$ cat src/pan_tilt_pid_laser_tracker_unit_assert.svh
// Assertion macros for the pan/tilt laser tracker.
`ifndef PAN_TILT_PID_LASER_TRACKER_UNIT_ASSERT_SVH
`define PAN_TILT_PID_LASER_TRACKER_UNIT_ASSERT_SVH

// same-cycle implication
`define PTL_ASSERT_IMPLIES(lbl, clk, rst, ante, cons, msg) \
   lbl: assert property (@(posedge clk) disable iff (rst) (ante) |-> (cons)) \
      else $error(msg);

// next-cycle implication
`define PTL_ASSERT_NEXT(lbl, clk, rst, ante, cons, msg) \
   lbl: assert property (@(posedge clk) disable iff (rst) (ante) |=> (cons)) \
      else $error(msg);

`endif

$ cat src/ptl_pkg.sv
// Shared types, constants and functions of the pan/tilt laser tracker.
package ptl_pkg;

   localparam int ACC_BITS_DEF    = 21;
   localparam int COORD_LIMIT_DEF = 250;

   localparam int COORD_W = 8;
   localparam int GAIN_W  = 16;
   localparam int ANGLE_W = 16;
   localparam int CMP_W   = 8;
   localparam int HITS_W  = 8;
   localparam int ERR_W   = 9;
   localparam int DERR_W  = 10;
   localparam int CSR_IDX_W = 2;
   localparam int FRAC_SHIFT = 4;

   localparam logic [ANGLE_W-1:0] ANGLE_MAX = 16'd46080;
   localparam logic [ANGLE_W-1:0] ANGLE_MID = 16'd23040;

   localparam logic [GAIN_W-1:0] GAIN_P_RST = 16'd410;
   localparam logic [GAIN_W-1:0] GAIN_I_RST = 16'd0;
   localparam logic [GAIN_W-1:0] GAIN_D_RST = 16'd0;

   localparam logic [HITS_W-1:0] HITS_MAX = 8'd255;

   // compare = 50 + floor(deg * 10 / 9), 10/9 as Q.16 set slightly above its exact value
   localparam logic [CMP_W-1:0] CMP_BASE  = 8'd50;
   localparam logic [CMP_W-1:0] CMP_TOP   = 8'd250;
   localparam int               RECIP_W   = 17;
   localparam logic [RECIP_W-1:0] CMP_RECIP = 17'd72820;
   localparam int               RECIP_SH  = 16;
   localparam int               CMP_PROD_W = COORD_W + RECIP_W;

   typedef enum logic [CSR_IDX_W-1:0] {
      CSR_GAIN_P = 2'd0,
      CSR_GAIN_I = 2'd1,
      CSR_GAIN_D = 2'd2
   } csr_index_type;

   typedef struct packed {
      logic [GAIN_W-1:0] gain_p;
      logic [GAIN_W-1:0] gain_i;
      logic [GAIN_W-1:0] gain_d;
   } gains_type;

   typedef struct packed {
      logic ld1;
      logic ld2;
      logic ld3;
      logic ld4;
      logic trk0;
      logic trk3;
   } stage_ctrl_type;

   function automatic logic [CMP_W-1:0] compare_of(input logic [ANGLE_W-1:0] angle);
      logic [COORD_W-1:0]    deg;
      logic [CMP_PROD_W-1:0] prod;
      deg  = angle[ANGLE_W-1:ANGLE_W-COORD_W];
      prod = CMP_PROD_W'(deg) * CMP_PROD_W'(CMP_RECIP);
      return CMP_BASE + prod[RECIP_SH+CMP_W-1:RECIP_SH];
   endfunction

endpackage

$ cat src/ptl_stream_ifs.sv
// Request and response channel interfaces of the pan/tilt laser tracker.
interface ptl_req_if;
   logic                        valid;
   logic                        ready;
   logic [ptl_pkg::COORD_W-1:0] target_x;
   logic [ptl_pkg::COORD_W-1:0] target_y;
   logic [ptl_pkg::COORD_W-1:0] spot_x;
   logic [ptl_pkg::COORD_W-1:0] spot_y;

   modport source (output valid, target_x, target_y, spot_x, spot_y, input ready);
   modport sink   (input valid, target_x, target_y, spot_x, spot_y, output ready);
endinterface

interface ptl_rsp_if;
   logic                        valid;
   logic                        ready;
   logic [ptl_pkg::ANGLE_W-1:0] pan_angle;
   logic [ptl_pkg::ANGLE_W-1:0] tilt_angle;
   logic [ptl_pkg::CMP_W-1:0]   pan_compare;
   logic [ptl_pkg::CMP_W-1:0]   tilt_compare;
   logic                        tracked;
   logic                        hit_pulse;
   logic [ptl_pkg::HITS_W-1:0]  hit_count;

   modport source (output valid, pan_angle, tilt_angle, pan_compare, tilt_compare,
                   tracked, hit_pulse, hit_count, input ready);
   modport sink   (input valid, pan_angle, tilt_angle, pan_compare, tilt_compare,
                   tracked, hit_pulse, hit_count, output ready);
endinterface

$ cat src/ptl_axis_loop.sv
// One PID servo axis: error sum, gain products, loop sum and clamped angle update.
module ptl_axis_loop #(
   parameter int ACC_BITS = ptl_pkg::ACC_BITS_DEF
) (
   input  logic                             clock,
   input  logic                             reset,
   input  ptl_pkg::stage_ctrl_type          ctrl,
   input  ptl_pkg::gains_type               gains,
   input  logic [ptl_pkg::COORD_W-1:0]      target,
   input  logic [ptl_pkg::COORD_W-1:0]      spot,
   output logic [ptl_pkg::ANGLE_W-1:0]      angle
);
   localparam int AW   = ACC_BITS;
   localparam int EW   = ptl_pkg::ERR_W;
   localparam int DW   = ptl_pkg::DERR_W;
   localparam int GW   = ptl_pkg::GAIN_W;
   localparam int PPW  = GW + EW;
   localparam int PIW  = GW + AW;
   localparam int PDW  = GW + DW;
   localparam int SW   = AW + GW + 2;
   localparam int OW   = SW - ptl_pkg::FRAC_SHIFT;
   localparam int PW   = OW + 1;
   localparam int ANW  = ptl_pkg::ANGLE_W;

   localparam logic [AW-1:0] ACC_MAXV = {1'b0, {(AW-1){1'b1}}};
   localparam logic [AW-1:0] ACC_MINV = {1'b1, {(AW-1){1'b0}}};

   // stage 1: error, error sum, difference
   logic signed [EW-1:0] err;
   logic signed [AW:0]   acc_sum;
   logic        [AW-1:0] acc_new;
   logic signed [DW-1:0] derr;
   logic        [AW-1:0] acc_ff;
   logic        [EW-1:0] prev_err_ff;

   logic signed [EW-1:0] err1_ff;
   logic signed [AW-1:0] acc1_ff;
   logic signed [DW-1:0] derr1_ff;

   assign err     = $signed({1'b0, target}) - $signed({1'b0, spot});
   assign acc_sum = $signed({{(AW+1-EW){err[EW-1]}}, err})
                  + $signed({acc_ff[AW-1], acc_ff});
   always_comb begin
      if (acc_sum[AW] != acc_sum[AW-1]) begin
         acc_new = acc_sum[AW] ? ACC_MINV : ACC_MAXV;
      end else begin
         acc_new = acc_sum[AW-1:0];
      end
   end
   assign derr = $signed({err[EW-1], err}) - $signed({prev_err_ff[EW-1], prev_err_ff});

   always_ff @(posedge clock) begin
      if (reset) begin
         acc_ff      <= '0;
         prev_err_ff <= '0;
      end else if (ctrl.ld1 && ctrl.trk0) begin
         acc_ff      <= acc_new;
         prev_err_ff <= err;
      end
   end

   always_ff @(posedge clock) begin
      if (ctrl.ld1) begin
         err1_ff  <= err;
         acc1_ff  <= $signed(acc_new);
         derr1_ff <= derr;
      end
   end

   // stage 2: gain products
   logic signed [GW-1:0]  gp;
   logic signed [GW-1:0]  gi;
   logic signed [GW-1:0]  gd;
   logic signed [PPW-1:0] prod_p_ff;
   logic signed [PIW-1:0] prod_i_ff;
   logic signed [PDW-1:0] prod_d_ff;

   assign gp = $signed(gains.gain_p);
   assign gi = $signed(gains.gain_i);
   assign gd = $signed(gains.gain_d);

   always_ff @(posedge clock) begin
      if (ctrl.ld2) begin
         prod_p_ff <= PPW'(gp) * PPW'(err1_ff);
         prod_i_ff <= PIW'(gi) * PIW'(acc1_ff);
         prod_d_ff <= PDW'(gd) * PDW'(derr1_ff);
      end
   end

   // stage 3: loop sum, Q.12 to Q8.8 with floor
   logic signed [SW-1:0] loop_sum;
   logic signed [OW-1:0] loop_out_ff;

   assign loop_sum = $signed({{(SW-PPW){prod_p_ff[PPW-1]}}, prod_p_ff})
                   + $signed({{(SW-PIW){prod_i_ff[PIW-1]}}, prod_i_ff})
                   + $signed({{(SW-PDW){prod_d_ff[PDW-1]}}, prod_d_ff});

   always_ff @(posedge clock) begin
      if (ctrl.ld3) begin
         loop_out_ff <= loop_sum[SW-1:ptl_pkg::FRAC_SHIFT];
      end
   end

   // stage 4: angle update and clamp
   logic [ANW-1:0]      pos_ff;
   logic signed [PW-1:0] pos_diff;
   logic [ANW-1:0]      pos_clamped;
   logic [ANW-1:0]      angle4_ff;

   assign pos_diff = $signed({{(PW-ANW){1'b0}}, pos_ff})
                   - $signed({loop_out_ff[OW-1], loop_out_ff});
   always_comb begin
      if (pos_diff[PW-1]) begin
         pos_clamped = '0;
      end else if (pos_diff > $signed({{(PW-ANW){1'b0}}, ptl_pkg::ANGLE_MAX})) begin
         pos_clamped = ptl_pkg::ANGLE_MAX;
      end else begin
         pos_clamped = pos_diff[ANW-1:0];
      end
   end

   always_ff @(posedge clock) begin
      if (reset) begin
         pos_ff <= ptl_pkg::ANGLE_MID;
      end else if (ctrl.ld4 && ctrl.trk3) begin
         pos_ff <= pos_clamped;
      end
   end

   always_ff @(posedge clock) begin
      if (ctrl.ld4) begin
         angle4_ff <= ctrl.trk3 ? pos_clamped : pos_ff;
      end
   end

   assign angle = angle4_ff;

endmodule

$ cat src/pan_tilt_pid_laser_tracker_unit.sv
// Pan/tilt laser tracker: two PID servo loops with hit detection.
// Pipeline: an accepted item passes the input register, then error sum, products,
//   loop sum, angle update and output register before result valid.
// Throughput: one item per cycle; each stage holds only while the stage after it is full.
// Reset (synchronous): clears stage valids, error sums, last errors, hit count and
//   previous spot, sets both angles to 90 degrees and gains to their defaults.
`include "pan_tilt_pid_laser_tracker_unit_assert.svh"

module pan_tilt_pid_laser_tracker_unit #(
   parameter int ACC_BITS    = ptl_pkg::ACC_BITS_DEF,
   parameter int COORD_LIMIT = ptl_pkg::COORD_LIMIT_DEF
) (
   input  logic                              clock,
   input  logic                              reset,
   ptl_req_if.sink                           req_ch,
   ptl_rsp_if.source                         rsp_ch,
   input  logic                              csr_write_en,
   input  logic [ptl_pkg::CSR_IDX_W-1:0]     csr_index,
   input  logic [ptl_pkg::GAIN_W-1:0]        csr_wdata
);
   localparam int CW = ptl_pkg::COORD_W;
   localparam int HW = ptl_pkg::HITS_W;
   localparam logic [CW-1:0] LIM = CW'(COORD_LIMIT);

   // configuration
   ptl_pkg::gains_type gains_ff;

   always_ff @(posedge clock) begin
      if (reset) begin
         gains_ff.gain_p <= ptl_pkg::GAIN_P_RST;
         gains_ff.gain_i <= ptl_pkg::GAIN_I_RST;
         gains_ff.gain_d <= ptl_pkg::GAIN_D_RST;
      end else if (csr_write_en) begin
         case (ptl_pkg::csr_index_type'(csr_index))
            ptl_pkg::CSR_GAIN_P: gains_ff.gain_p <= csr_wdata;
            ptl_pkg::CSR_GAIN_I: gains_ff.gain_i <= csr_wdata;
            ptl_pkg::CSR_GAIN_D: gains_ff.gain_d <= csr_wdata;
            default: ;
         endcase
      end
   end

   // stage flow control
   logic s0_valid_ff, s1_valid_ff, s2_valid_ff, s3_valid_ff, s4_valid_ff, out_valid_ff;
   logic adv0, adv1, adv2, adv3, adv4, adv5;
   logic ld0, ld1, ld2, ld3, ld4, ld5;

   assign adv5 = !out_valid_ff || rsp_ch.ready;
   assign adv4 = !s4_valid_ff || adv5;
   assign adv3 = !s3_valid_ff || adv4;
   assign adv2 = !s2_valid_ff || adv3;
   assign adv1 = !s1_valid_ff || adv2;
   assign adv0 = !s0_valid_ff || adv1;

   assign ld0 = req_ch.valid && adv0;
   assign ld1 = s0_valid_ff && adv1;
   assign ld2 = s1_valid_ff && adv2;
   assign ld3 = s2_valid_ff && adv3;
   assign ld4 = s3_valid_ff && adv4;
   assign ld5 = s4_valid_ff && adv5;

   assign req_ch.ready = adv0;

   always_ff @(posedge clock) begin
      if (reset) begin
         s0_valid_ff  <= 1'b0;
         s1_valid_ff  <= 1'b0;
         s2_valid_ff  <= 1'b0;
         s3_valid_ff  <= 1'b0;
         s4_valid_ff  <= 1'b0;
         out_valid_ff <= 1'b0;
      end else begin
         if (adv0) s0_valid_ff  <= ld0;
         if (adv1) s1_valid_ff  <= ld1;
         if (adv2) s2_valid_ff  <= ld2;
         if (adv3) s3_valid_ff  <= ld3;
         if (adv4) s4_valid_ff  <= ld4;
         if (adv5) out_valid_ff <= ld5;
      end
   end

   // stage 0: input register
   logic [CW-1:0] tx0_ff, ty0_ff, sx0_ff, sy0_ff;

   always_ff @(posedge clock) begin
      if (ld0) begin
         tx0_ff <= req_ch.target_x;
         ty0_ff <= req_ch.target_y;
         sx0_ff <= req_ch.spot_x;
         sy0_ff <= req_ch.spot_y;
      end
   end

   // tracking and hit detection
   logic [CW-1:0] prev_sx_ff, prev_sy_ff;
   logic [HW-1:0] hits_ff;
   logic          trk0;
   logic          left_x, left_y, hit0;
   logic [HW-1:0] hits_in;

   assign trk0   = (sx0_ff != '0) && (sx0_ff < LIM) && (sy0_ff != '0) && (sy0_ff < LIM);
   assign left_x = (prev_sx_ff != '0) && (prev_sx_ff < LIM) && (sx0_ff > LIM);
   assign left_y = (prev_sy_ff != '0) && (prev_sy_ff < LIM) && (sy0_ff > LIM);
   assign hit0   = !trk0 && (left_x || left_y);
   assign hits_in = (hit0 && hits_ff != ptl_pkg::HITS_MAX) ? hits_ff + HW'(1) : hits_ff;

   always_ff @(posedge clock) begin
      if (reset) begin
         prev_sx_ff <= '0;
         prev_sy_ff <= '0;
         hits_ff    <= '0;
      end else if (ld1) begin
         prev_sx_ff <= sx0_ff;
         prev_sy_ff <= sy0_ff;
         hits_ff    <= hits_in;
      end
   end

   // per-item flags carried alongside the axis stages
   logic          trk1_ff, trk2_ff, trk3_ff, trk4_ff;
   logic          hit1_ff, hit2_ff, hit3_ff, hit4_ff;
   logic [HW-1:0] hits1_ff, hits2_ff, hits3_ff, hits4_ff;

   always_ff @(posedge clock) begin
      if (ld1) begin
         trk1_ff  <= trk0;
         hit1_ff  <= hit0;
         hits1_ff <= hits_in;
      end
      if (ld2) begin
         trk2_ff  <= trk1_ff;
         hit2_ff  <= hit1_ff;
         hits2_ff <= hits1_ff;
      end
      if (ld3) begin
         trk3_ff  <= trk2_ff;
         hit3_ff  <= hit2_ff;
         hits3_ff <= hits2_ff;
      end
      if (ld4) begin
         trk4_ff  <= trk3_ff;
         hit4_ff  <= hit3_ff;
         hits4_ff <= hits3_ff;
      end
   end

   // servo axes
   ptl_pkg::stage_ctrl_type ctrl;
   logic [ptl_pkg::ANGLE_W-1:0] pan_angle4, tilt_angle4;

   assign ctrl.ld1  = ld1;
   assign ctrl.ld2  = ld2;
   assign ctrl.ld3  = ld3;
   assign ctrl.ld4  = ld4;
   assign ctrl.trk0 = trk0;
   assign ctrl.trk3 = trk3_ff;

   ptl_axis_loop #(.ACC_BITS(ACC_BITS)) u_pan (
      .clock  (clock),
      .reset  (reset),
      .ctrl   (ctrl),
      .gains  (gains_ff),
      .target (tx0_ff),
      .spot   (sx0_ff),
      .angle  (pan_angle4)
   );

   ptl_axis_loop #(.ACC_BITS(ACC_BITS)) u_tilt (
      .clock  (clock),
      .reset  (reset),
      .ctrl   (ctrl),
      .gains  (gains_ff),
      .target (ty0_ff),
      .spot   (sy0_ff),
      .angle  (tilt_angle4)
   );

   // output register
   logic [ptl_pkg::ANGLE_W-1:0] pan_angle_ff, tilt_angle_ff;
   logic [ptl_pkg::CMP_W-1:0]   pan_cmp_ff, tilt_cmp_ff;
   logic                        trk_out_ff, hit_out_ff;
   logic [HW-1:0]               hits_out_ff;

   always_ff @(posedge clock) begin
      if (ld5) begin
         pan_angle_ff  <= pan_angle4;
         tilt_angle_ff <= tilt_angle4;
         pan_cmp_ff    <= ptl_pkg::compare_of(pan_angle4);
         tilt_cmp_ff   <= ptl_pkg::compare_of(tilt_angle4);
         trk_out_ff    <= trk4_ff;
         hit_out_ff    <= hit4_ff;
         hits_out_ff   <= hits4_ff;
      end
   end

   assign rsp_ch.valid        = out_valid_ff;
   assign rsp_ch.pan_angle    = pan_angle_ff;
   assign rsp_ch.tilt_angle   = tilt_angle_ff;
   assign rsp_ch.pan_compare  = pan_cmp_ff;
   assign rsp_ch.tilt_compare = tilt_cmp_ff;
   assign rsp_ch.tracked      = trk_out_ff;
   assign rsp_ch.hit_pulse    = hit_out_ff;
   assign rsp_ch.hit_count    = hits_out_ff;

   // checks
   logic req_fire, rsp_tracked, rsp_hit, pan_cmp_ok;

   assign req_fire    = req_ch.valid && req_ch.ready;
   assign rsp_tracked = rsp_ch.valid && rsp_ch.tracked;
   assign rsp_hit     = rsp_ch.valid && rsp_ch.hit_pulse;
   assign pan_cmp_ok  = (rsp_ch.pan_compare >= ptl_pkg::CMP_BASE)
                     && (rsp_ch.pan_compare <= ptl_pkg::CMP_TOP);

   `PTL_ASSERT_NEXT(a_accept_fills_input, clock, reset, req_fire, s0_valid_ff, "item lost")
   `PTL_ASSERT_IMPLIES(a_trk_no_hit, clock, reset, rsp_tracked, !rsp_ch.hit_pulse, "tracked hit")
   `PTL_ASSERT_IMPLIES(a_hit_cnt, clock, reset, rsp_hit, rsp_ch.hit_count != '0, "hit not counted")
   `PTL_ASSERT_IMPLIES(a_pan_cmp, clock, reset, rsp_ch.valid, pan_cmp_ok, "bad pan compare")

endmodule

$ cat src/flat_wrapper.sv
// flat-port wrapper written by rule: the top's interface ports become plain ports
module pan_tilt_pid_laser_tracker_unit_flat 
#(
   parameter int ACC_BITS    = ptl_pkg::ACC_BITS_DEF,
   parameter int COORD_LIMIT = ptl_pkg::COORD_LIMIT_DEF
)
  (clock, reset, csr_write_en, csr_index, csr_wdata, req_ch_valid, req_ch_target_x, req_ch_target_y, req_ch_spot_x, req_ch_spot_y, req_ch_ready, rsp_ch_valid, rsp_ch_pan_angle, rsp_ch_tilt_angle, rsp_ch_pan_compare, rsp_ch_tilt_compare, rsp_ch_tracked, rsp_ch_hit_pulse, rsp_ch_hit_count, rsp_ch_ready);
  ptl_req_if req_ch_i ();
  ptl_rsp_if rsp_ch_i ();
  input  logic clock;
  input  logic reset;
  input  logic csr_write_en;
  input  logic [ptl_pkg::CSR_IDX_W-1:0] csr_index;
  input  logic [ptl_pkg::GAIN_W-1:0] csr_wdata;
  input wire logic [$bits(req_ch_i.valid)-1:0] req_ch_valid;
  input wire logic [$bits(req_ch_i.target_x)-1:0] req_ch_target_x;
  input wire logic [$bits(req_ch_i.target_y)-1:0] req_ch_target_y;
  input wire logic [$bits(req_ch_i.spot_x)-1:0] req_ch_spot_x;
  input wire logic [$bits(req_ch_i.spot_y)-1:0] req_ch_spot_y;
  output wire logic [$bits(req_ch_i.ready)-1:0] req_ch_ready;
  output wire logic [$bits(rsp_ch_i.valid)-1:0] rsp_ch_valid;
  output wire logic [$bits(rsp_ch_i.pan_angle)-1:0] rsp_ch_pan_angle;
  output wire logic [$bits(rsp_ch_i.tilt_angle)-1:0] rsp_ch_tilt_angle;
  output wire logic [$bits(rsp_ch_i.pan_compare)-1:0] rsp_ch_pan_compare;
  output wire logic [$bits(rsp_ch_i.tilt_compare)-1:0] rsp_ch_tilt_compare;
  output wire logic [$bits(rsp_ch_i.tracked)-1:0] rsp_ch_tracked;
  output wire logic [$bits(rsp_ch_i.hit_pulse)-1:0] rsp_ch_hit_pulse;
  output wire logic [$bits(rsp_ch_i.hit_count)-1:0] rsp_ch_hit_count;
  input wire logic [$bits(rsp_ch_i.ready)-1:0] rsp_ch_ready;
  assign req_ch_i.valid = req_ch_valid;
  assign req_ch_i.target_x = req_ch_target_x;
  assign req_ch_i.target_y = req_ch_target_y;
  assign req_ch_i.spot_x = req_ch_spot_x;
  assign req_ch_i.spot_y = req_ch_spot_y;
  assign req_ch_ready = req_ch_i.ready;
  assign rsp_ch_valid = rsp_ch_i.valid;
  assign rsp_ch_pan_angle = rsp_ch_i.pan_angle;
  assign rsp_ch_tilt_angle = rsp_ch_i.tilt_angle;
  assign rsp_ch_pan_compare = rsp_ch_i.pan_compare;
  assign rsp_ch_tilt_compare = rsp_ch_i.tilt_compare;
  assign rsp_ch_tracked = rsp_ch_i.tracked;
  assign rsp_ch_hit_pulse = rsp_ch_i.hit_pulse;
  assign rsp_ch_hit_count = rsp_ch_i.hit_count;
  assign rsp_ch_i.ready = rsp_ch_ready;
  pan_tilt_pid_laser_tracker_unit #(.ACC_BITS(ACC_BITS), .COORD_LIMIT(COORD_LIMIT)) u_core (.clock(clock), .reset(reset), .req_ch(req_ch_i), .rsp_ch(rsp_ch_i), .csr_write_en(csr_write_en), .csr_index(csr_index), .csr_wdata(csr_wdata));
endmodule
$ cat config.mk
export PLATFORM = sky130hd
export DESIGN_NAME = pan_tilt_pid_laser_tracker_unit_flat
export DESIGN_NICKNAME = d
export VERILOG_FILES = /design/src/ptl_pkg.sv /design/src/ptl_stream_ifs.sv /design/src/ptl_axis_loop.sv /design/src/pan_tilt_pid_laser_tracker_unit.sv /design/src/flat_wrapper.sv
export VERILOG_INCLUDE_DIRS = /design/src /design/src/src
export SDC_FILE = /design/constraint.sdc
export NUM_CORES = 2
export LEC_CHECK = 0
export BUFFER_PORTS_ARGS = -buffer_cell sky130_fd_sc_hd__buf_4
export CAP_MARGIN = 10
export CORE_MARGIN = 1.5
export CORE_UTILIZATION = 55
export CTS_BUF_LIST = sky130_fd_sc_hd__clkbuf_4 sky130_fd_sc_hd__clkbuf_8 sky130_fd_sc_hd__clkbuf_16
export DETAILED_ROUTE_END_ITERATION = 7
export GPL_TIMING_DRIVEN = 0
export MAX_ROUTING_LAYER = met4
export PLACE_DENSITY = 0.71
export SLEW_MARGIN = 20
export SYNTH_ARGS = -nofsm -noshare
export SYNTH_HDL_FRONTEND = slang
export SYNTH_SLANG_ARGS = --single-unit
$ cat constraint.sdc
create_clock -name clock -period 24 [get_ports clock]
set_clock_uncertainty 0.15 [all_clocks]
set_input_delay 4.8 -clock clock [delete_from_list [all_inputs] [get_ports clock]]
set_output_delay 4.8 -clock clock [all_outputs]
set_load 0.02 [all_outputs]
==> flow_summary.json <==
{
  "finalSetupViolations": 0,
  "die_y_um": 385,
  "crit_top_cell": "buf_4",
  "p_leak_nw": 40.0,
  "grtUsageTotal": 0.321,
  "antenna_left": 0,
  "cp_data_arrival_time_ns": 6.46,
  "die_w_um": 385,
  "drive_above_1_share": 0.0418,
  "dr.pass1.iters": 6,
  "wirelength_um": 224000,
  "path_buf_inv": 3,
  "cp_top_family": "simple AND/OR/NAND/NOR gates",
  "synth_top_area_cell": "fa_1",
  "hpwl_um": 183000,
  "r2r_end": "u_core.u_tilt.prod_i_ff[34]",
  "viasPerCell": 5.67,
  "core-area_um2": 144000,
  "clockRootBuffer": "clkbuf_16",
  "cts_tree": "done",
  "status": "completed",
  "first_iter_violations": 4847,
  "grt_overflow": 0,
  "synthTopCellsByArea": "fa_1 33%, edfxtp_1 18%, ha_1 11%",
  "crit_path_end": "req_ch_ready",
  "hold_path.class": "flip-flop to flip-flop",
  "postCtsHoldBufs": 0,
  "drc": 0,
  "detail_route.wl_per_cell_um": 21.8,
  "syn_nets": 10100,
  "ys_ff_latch": 658,
  "synth_area_per_cell_um2": 9.92,
  "end_kind": "output port",
  "reg2reg_depth": 24,
  "reg2reg_from": "u_core.gains_ff[20]",
  "clock_latency_ns": 0.71,
  "period_share": 0.475,
  "setup_ws_ns": 12.59,
  "synthArstFlopShare": 0,
  "post_cts_buffers": 0,
  "die_area_um2": 148000,
  "rsz0062_at_grt": "no",
  "hold_viol_final": 0,
  "drv_cap": 0,
  "yosys.area.top_type_share": 0.325,
  "netlist_area_um2": 80000,
  "ff2ff_setup_slack_ns": 14.94,
  "relSlewSlack": 0.153,
  "power_density_nw_per_um2": 68.4,
  "critPathSlowestCell": "nor2b_1",
  "crit_cells": 6,
  "multi_input_area_um2": 55300,
  "crit_path_max_incr_delay_ns": 0.41,
  "htreeDepth": 3,
  "vias": 58200,
  "synthCells": 8068,
  "grt_pass1_wl_um": 347000,
  "synth.distinct_cells": 89,
  "cts_buffers": 78,
  "post-place-ws_ns": 12.64,
  "clk_path_buf_depth": 3,
  "grt_pass1_vias": 60800,
  "fmax_mhz": 87.7,
  "ys.flop_type": "edfxtp_1",
  "synth_commonest_cells": "1492 x inv_1, 1300 x fa_1, 1034 x nand2_1",
  "worstMarginPinSlew_ns": 1.26,
  "vdd_drop_max_uv": 91.4,
  "slew_violations": 0,
  "startpoint_type": "input pin",
  "cts.sinks": 658,
  "final_nets": 10300,
  "initial_core_util": 0.556,
  "power.total_w": 0.00592,
  "gp_congestion": 1.00,
  "yosys_warnings": 0,
  "seqCellArea_um2": 18100,
  "antenna_found_initial": 21,
  "critPathRequiredTime_ns": 19.05,
  "post-synth-top-count-cell": "inv_1",
  "fill_cells": 12000,
  "rows": 139,
  "crit_chain": "buf_4, nor2b_1, and3_1, clkbuf_1, nand4_1, buf_4",
  "io_buffers": 114,
  "crit_type": "input pin to output port",
  "cts-resized-gates": 0,
  "synth-seq-area-share": 0.226,
  "area_growth_pct": 8.05,
  "min_period_ns": 11.41,
  "ios": 115,
  "synth_edf_count": 488,
  "grt_max_degree": 46,
  "path_max_fanout": 6,
  "critPathLaunch": "rsp_ch_ready",
  "path_clk_slew_ns": 0.06
}
-- routing by layer --
metal / part of all wire / vias up / global-route usage
met3: 0.093 / 573 / 0.0598
met4: 0.055 / 0 / 0.144
li1: - / 26000 / -
met5: 0 / - / -
met1: 0.40 / 29100 / 0.418
met2: 0.45 / 2505 / 0.489
-- registers in the layout (all words and copies together), names as in the netlist, 25 cells and up --
register                   flops
u_core.u_pan.prod_i_ff        37
u_core.u_tilt.loop_out_ff     35
u_core.u_pan.loop_out_ff      35
u_core.u_tilt.prod_p_ff       25
u_core.u_pan.prod_d_ff        26
u_core.u_tilt.prod_i_ff       37
u_core.u_pan.prod_p_ff        25
u_core.u_tilt.prod_d_ff       26
u_core.gains_ff               48
-- worst reg2reg max path, cell delays in order, from the launching register on --
cell,delay (ns)
dfxtp_1,0.31
clkbuf_1,0.62
clkbuf_1,0.78
nand2_1,0.18
fa_1,0.57
inv_1,0.05
fa_1,0.48
inv_1,0.05
fa_1,0.48
fa_1,0.57
fa_1,0.44
fa_1,0.49
inv_1,0.05
ha_1,0.33
nand3_1,0.15
nor4_1,0.08
a211oi_1,0.54
o21ai_1,0.21
o31ai_1,0.68
o311ai_1,0.34
a41oi_1,0.53
o21ai_1,0.25
a21o_1,0.22
a21oi_1,0.18
xnor2_1,0.08
-- cell families after synthesis --
kind of cell,share of synthesized area
AOI/OAI and AO/OA,0.0770
xor gates and xnor gates,0.0393
adders and majority gates,0.434
buffers and inverters,0.0838
DFF,0.226
muxes,0.00156
and+or+nand+nor,0.139
-- cell type report --
type                       count  area share
timing repair buffer         134      0.0153
tap                         1903      0.0275
antenna                        6    0.000174
inverter                    1495      0.0649
clock inverter                41     0.00457
buffer                       284      0.0128
sequential                   658       0.209
clock buffer                 103      0.0261
multi-input combinational   5631       0.640
-- through the flow --
stage / instance area (um2) / util / hold slack, ns / TNS [ns] / std cells
finish: 86500 / 0.601 / 0.266 / 0 / 10300
global route: 86500 / 0.601 / 0.274 / 0 / 10300
CTS: 86500 / 0.601 / 0.262 / 0 / 10200
detailed placement: 83800 / 0.582 / 0.255 / 0 / 10100
global placement: 83300 / 0.578 / 0.253 / -612.28 / 10100
floorplan: 80000 / - / 0.250 / 0 / 8068
-- layout by cell type (no fill, tap or decap), drive strengths merged, types with 143 or more instances in the layout --
| cell type | n |
|---|---|
| o21ai | 143 |
| a21oi | 338 |
| inv | 1505 |
| edfxtp | 488 |
| nor2 | 276 |
| fa | 1300 |
| and2 | 528 |
| clkbuf | 374 |
| buf | 147 |
| ha | 695 |
| nand2 | 1034 |
| dfxtp | 170 |
| xnor2 | 259 |
-- report_power, final --
part	internal (W)	switching [W]	leakage [nW]	total (W)
sequential	0.00147	0.000156	5.93	0.00163
combinational	0.00114	0.00191	32.8	0.00306
clock	0.000713	0.000519	1.31	0.00123
total	0.00333	0.00259	40.0	0.00592
-- how the worst min path moves through the flow --
stage                             from                         end  slack, ns  cells past startpoint
detailed placement  u_core.hits4_ff[4]  u_core.rsp_ch.hit_count[4]       0.25                      0
CTS                 u_core.hits4_ff[4]  u_core.rsp_ch.hit_count[4]       0.26                      0
global route        u_core.hits4_ff[7]  u_core.rsp_ch.hit_count[7]       0.27                      0
global placement        u_core.trk4_ff       u_core.rsp_ch.tracked       0.25                      0
floorplan               u_core.hit1_ff              u_core.hit2_ff       0.25                      0
finish              u_core.hits4_ff[7]  u_core.rsp_ch.hit_count[7]       0.27                      0
(Power assumes the default switching activity.)
